[src/assert_macros.svh]
// assertion macros shared by the histogram rtl
`ifndef ASSERT_MACROS_SVH
`define ASSERT_MACROS_SVH

// clocked check, off while reset is held
`define RLH_ASSERT(name, clk, rst_n, prop) \
    name: assert property (@(posedge clk) disable iff (!(rst_n)) (prop)) \
        else $error("rlh assertion failed");

// clocked check that also covers the reset cycles
`define RLH_ASSERT_NR(name, clk, prop) \
    name: assert property (@(posedge clk) (prop)) \
        else $error("rlh assertion failed");

`endif

[src/rlh_ram.sv]
// generic simple dual-port ram with registered read
`default_nettype none

module rlh_ram #(
    parameter int WIDTH = 8,
    parameter int DEPTH = 16
) (
    input  wire logic                     clk,
    input  wire logic                     we,
    input  wire logic [$clog2(DEPTH)-1:0] waddr,
    input  wire logic [WIDTH-1:0]         wdata,
    input  wire logic                     re,
    input  wire logic [$clog2(DEPTH)-1:0] raddr,
    output      logic [WIDTH-1:0]         rdata
);

    logic [WIDTH-1:0] mem [DEPTH];
    logic [WIDTH-1:0] rdata_reg;

    always_ff @(posedge clk) begin
        if (we) begin
            mem[waddr] <= wdata;
        end
        if (re) begin
            rdata_reg <= mem[raddr];
        end
    end

    assign rdata = rdata_reg;

endmodule

`default_nettype wire

[config.mk]
export PLATFORM = sky130hd
export DESIGN_NAME = rlh_ram
export DESIGN_NICKNAME = d
export VERILOG_FILES = /design/src/assert_macros.svh /design/src/rlh_ram.sv
export SDC_FILE = /design/constraint.sdc
export NUM_CORES = 1
export LEC_CHECK = 0
export BUFFER_PORTS_ARGS = -buffer_cell sky130_fd_sc_hd__buf_2
export CORE_ASPECT_RATIO = 1.4
export CORE_MARGIN = 2
export CORE_UTILIZATION = 50
export DETAILED_ROUTE_END_ITERATION = 12
export PLACE_DENSITY = 0.7
export SLEW_MARGIN = 20
export SYNTH_ARGS = -nofsm -noshare
export SYNTH_HDL_FRONTEND = slang
export SYNTH_SLANG_ARGS = --single-unit
export TNS_END_PERCENT = 1
[constraint.sdc]
create_clock -name clk -period 2.1 [get_ports clk]
set_clock_uncertainty 0.05 [all_clocks]
set_input_delay 0.63 -clock clk [delete_from_list [all_inputs] [get_ports clk]]
set_output_delay 0.63 -clock clk [all_outputs]
set_load 0.01 [all_outputs]
Yosys cells after proc, flatten, opt, wreduce, memory -nomap -nowiden
Memory sizes are Yosys's and may differ from the RTL's. A register that Yosys moved wholly into a read port is not among the register bits.
Cells that the tools add are included.
Storage, ports and cells
  RAM bits: 128
  word-level logic and storage cells: 3
  memories: 1
  flip-flop bits (word level): 0
  output and inout bits: 8
  bits of input ports: 19
Operators by class
  multiplexer cells: 2
Memories
  mem: depth 16, bits a word 8, read ports 1, clocked after memory_dff 1, write ports 1, line rlh_ram.sv:17  | logic [WIDTH-1:0] mem [DEPTH];
Operators by type and width (count)
  $mux W1: 2

Longest topological paths before layout
  word-level depth: 2
  mapped depth: 5
  mapped depth without buffers: 3

Least setup slack after synthesis
Ideal clock, no wire load.
  path type: input to register
  start: input waddr[2]
  end: memory mem[0][0], enable pin
  data required time: 1.667 ns
  slack: -0.073 ns
  arrival time: 1.740 ns
  library setup time: 0.383 ns
  cell stages on the path: 2
  cell sequence: or3b_2 > nor3_1
RTL lines
  start, declared: line rlh_ram.sv:10  | input wire logic [$clog2(DEPTH)-1:0] waddr,
  end, declared: line rlh_ram.sv:17
Straight into the memory's write port.

==> results.txt <==
Min Clock Period, post-route: 1810 ps
vias in the first global route: 2673
Comb pwr share: 5.1%
Die ar.: 11300 um^2
switching share of total power: 19.9%
Non-Filler Instances: 444
Final ANT Viol Nets: 0
IO buf count: 26
Cells after Synth: 229
P per Cell Area: 954 nW/um^2
YS warnings: 0
TritonCTS buffer count: 17
Clock Path Buffers: 2
Worst Setup Slack post-DPL: -113 ps
sequential cell area: 4080 um^2
max reg flops: 128
post-synthesis sequential area ratio: 78.1%
Crit Path Max Fanout: 11
Root Driver: clkbuf_16
Synth cell types: 18
Rows: 44
clock latency on the worst-skew pair: 410 ps
wirelength, routed: 9.80 mm
Data required, critical path: 2210 ps
HPWL after detailed placement: 6.55 mm
placed insts: 413
chip width: 90.4 um
outcome: finished clean
setup bufs post-CTS: 0
Worst VDD drop: 0.641 mV
largest net degree at the start of global routing: 17
FMAX: 553 MHz
CTS resizes: 0
drt pass-1 iters: 4
Routed WL per cell: 22.1 um
total I/O pin count: 27
DR vias: 2490
final setup violating endpoints: 0
Synth Area in XOR/XNOR: 0%
simple-gate share of the synthesized area: 3.14%
CTS clk-pin slew, worst paths: 50 ps
final period utilization: 86.2%
CTS Hold Bufs: 0
hold_ws: 532 ps
worst-margin pin slew: 362 ps
depth of the CTS H-tree: 4
reg-to-reg slack, setup: 540 ps
Setup Total Neg Slack: 0 ps
Post-route DRC: 0
Antenna diodes: 0
TritonCTS clock tree: built
Slew Viols, Final: 0
Psw: 1.19 mW
startpoint types: primary input
Final Hold Viols: 0
core area: 10300 um^2
commonest non-fill, non-tap cell in the layout: edfxtp_1
PnR worst setup slack: 291 ps
first-pass GRT wire length: 15.3 mm
area of the multi-input gates: 1060 um^2
Clock power frac: 43.4%
Overflow after GRT: 0
syn_nets: 248
die height: 125 um
synthesized cell area: 5230 um^2
post-synthesis compound-gate area fraction: 2.30%
Starting Density: 50.8%
Slew headroom: 75.9%
#FFs+latches synth: 136
DR iter-0 viols: 202
Core Util, Final: 60.8%
Crit Path Category: in2reg
Synth Area in Adders: 0%
Total GRT Usage: 19.0%
CTS Sinks: 136
Int Pwr: 4.78 mW
largest family of logic cells by synthesized area: multiplexers
syn avg cell area: 22.8 um^2
area growth from synthesis to layout: 19.7%
RSZ-0062 raised after global routing: false
initial antenna violation count: 0
commonest cells after routing, fill and taps aside: edfxtp_1 (136), buf_2 (26), buf_4 (25)
mux cell area share after synthesis: 14.8%
Max Cap Viol: 0
share of layout cells above drive strength 1: 33.0%
drt via density: 5.61
Flop pwr share: 51.5%
nets@finish: 313
hold crit path type: in2reg
Fill cells: 715
Critical Path Sink Type: register
GP Congestion: 0.769
WP data arrival: 1920 ps
static leakage: 2.14 nW
power by group through the flow:
stage	Combinational [mW]	Clock (mW)	Sequential, mW
2_1_floorplan	0.155	0	3.13
3_3_place_gp	0.300	0	3.13
3_5_place_dp	0.304	0	3.13
4_1_cts	0.306	2.63	3.08
5_1_grt	0.328	2.73	3.08
6_report	0.301	2.59	3.07
per-stage QoR:
stage	power, mW	instance area (um^2)
6_report	5.97	6250
5_1_grt	6.14	6250
4_1_cts	6.01	6250
3_5_place_dp	3.43	5740
3_3_place_gp	3.43	5740
2_1_floorplan	3.29	5230
synthesized netlist by cell type, drive strengths merged:
| master | count | share of area (%) |
|---|---|---|
| a22oi | 16 | 2.3 |
| nor2b | 1 | 0.12 |
| and2b | 1 | 0.14 |
| buf | 7 | 1.1 |
| and2 | 1 | 0.12 |
| nand3 | 1 | 0.096 |
| edfxtp | 136 | 78 |
| nand2b | 2 | 0.24 |
| nand3b | 2 | 0.29 |
| clkdlybuf4s25 | 3 | 0.57 |
| or3b | 1 | 0.17 |
| nor3 | 4 | 0.38 |
| nor2 | 13 | 0.93 |
| mux4 | 32 | 15 |
| nand2 | 9 | 0.65 |
worst paths after layout:
check / startpoint / to / cells past startpoint
max: raddr[0] / rdata[0] / 6
min: re / rdata[2] / 1
max reg2reg: mem[1][5] / rdata[5] / 3
min reg2reg: mem[15][4] / rdata[4] / 3
critical path, stage by stage:
cell,delay [ps]
buf_2,140
buf_12,160
buf_4,130
mux4_1,540
a22oi_1,220
nand2_1,80
routing by layer:
metal,share of wire [%],GRT usage [%],routed length [um]
met4,2.8,9.23,275
met2,51,30.6,4990
met3,5.0,6.14,491
met1,41,23.5,4030
met5,0,0,0
logic make-up after synthesis:
kind of cell,count (synthesis)
flip-flops,136
AO/OA/AOI/OAI,16
buffers and inverters,10
multiplexers,32
AND/OR/NAND/NOR,35
area by class of cell:
| class | instances | share of cell area (%) |
|---|---|---|
| Clock inverter | 13 | 1.42 |
| Clock buffer | 18 | 6.86 |
| Multi-Input combinational cell | 83 | 17.0 |
| Timing Repair Buffer | 56 | 6.68 |
| Tap cell | 138 | 2.76 |
| Sequential cell | 136 | 65.3 |
(Power assumes the default switching activity.)
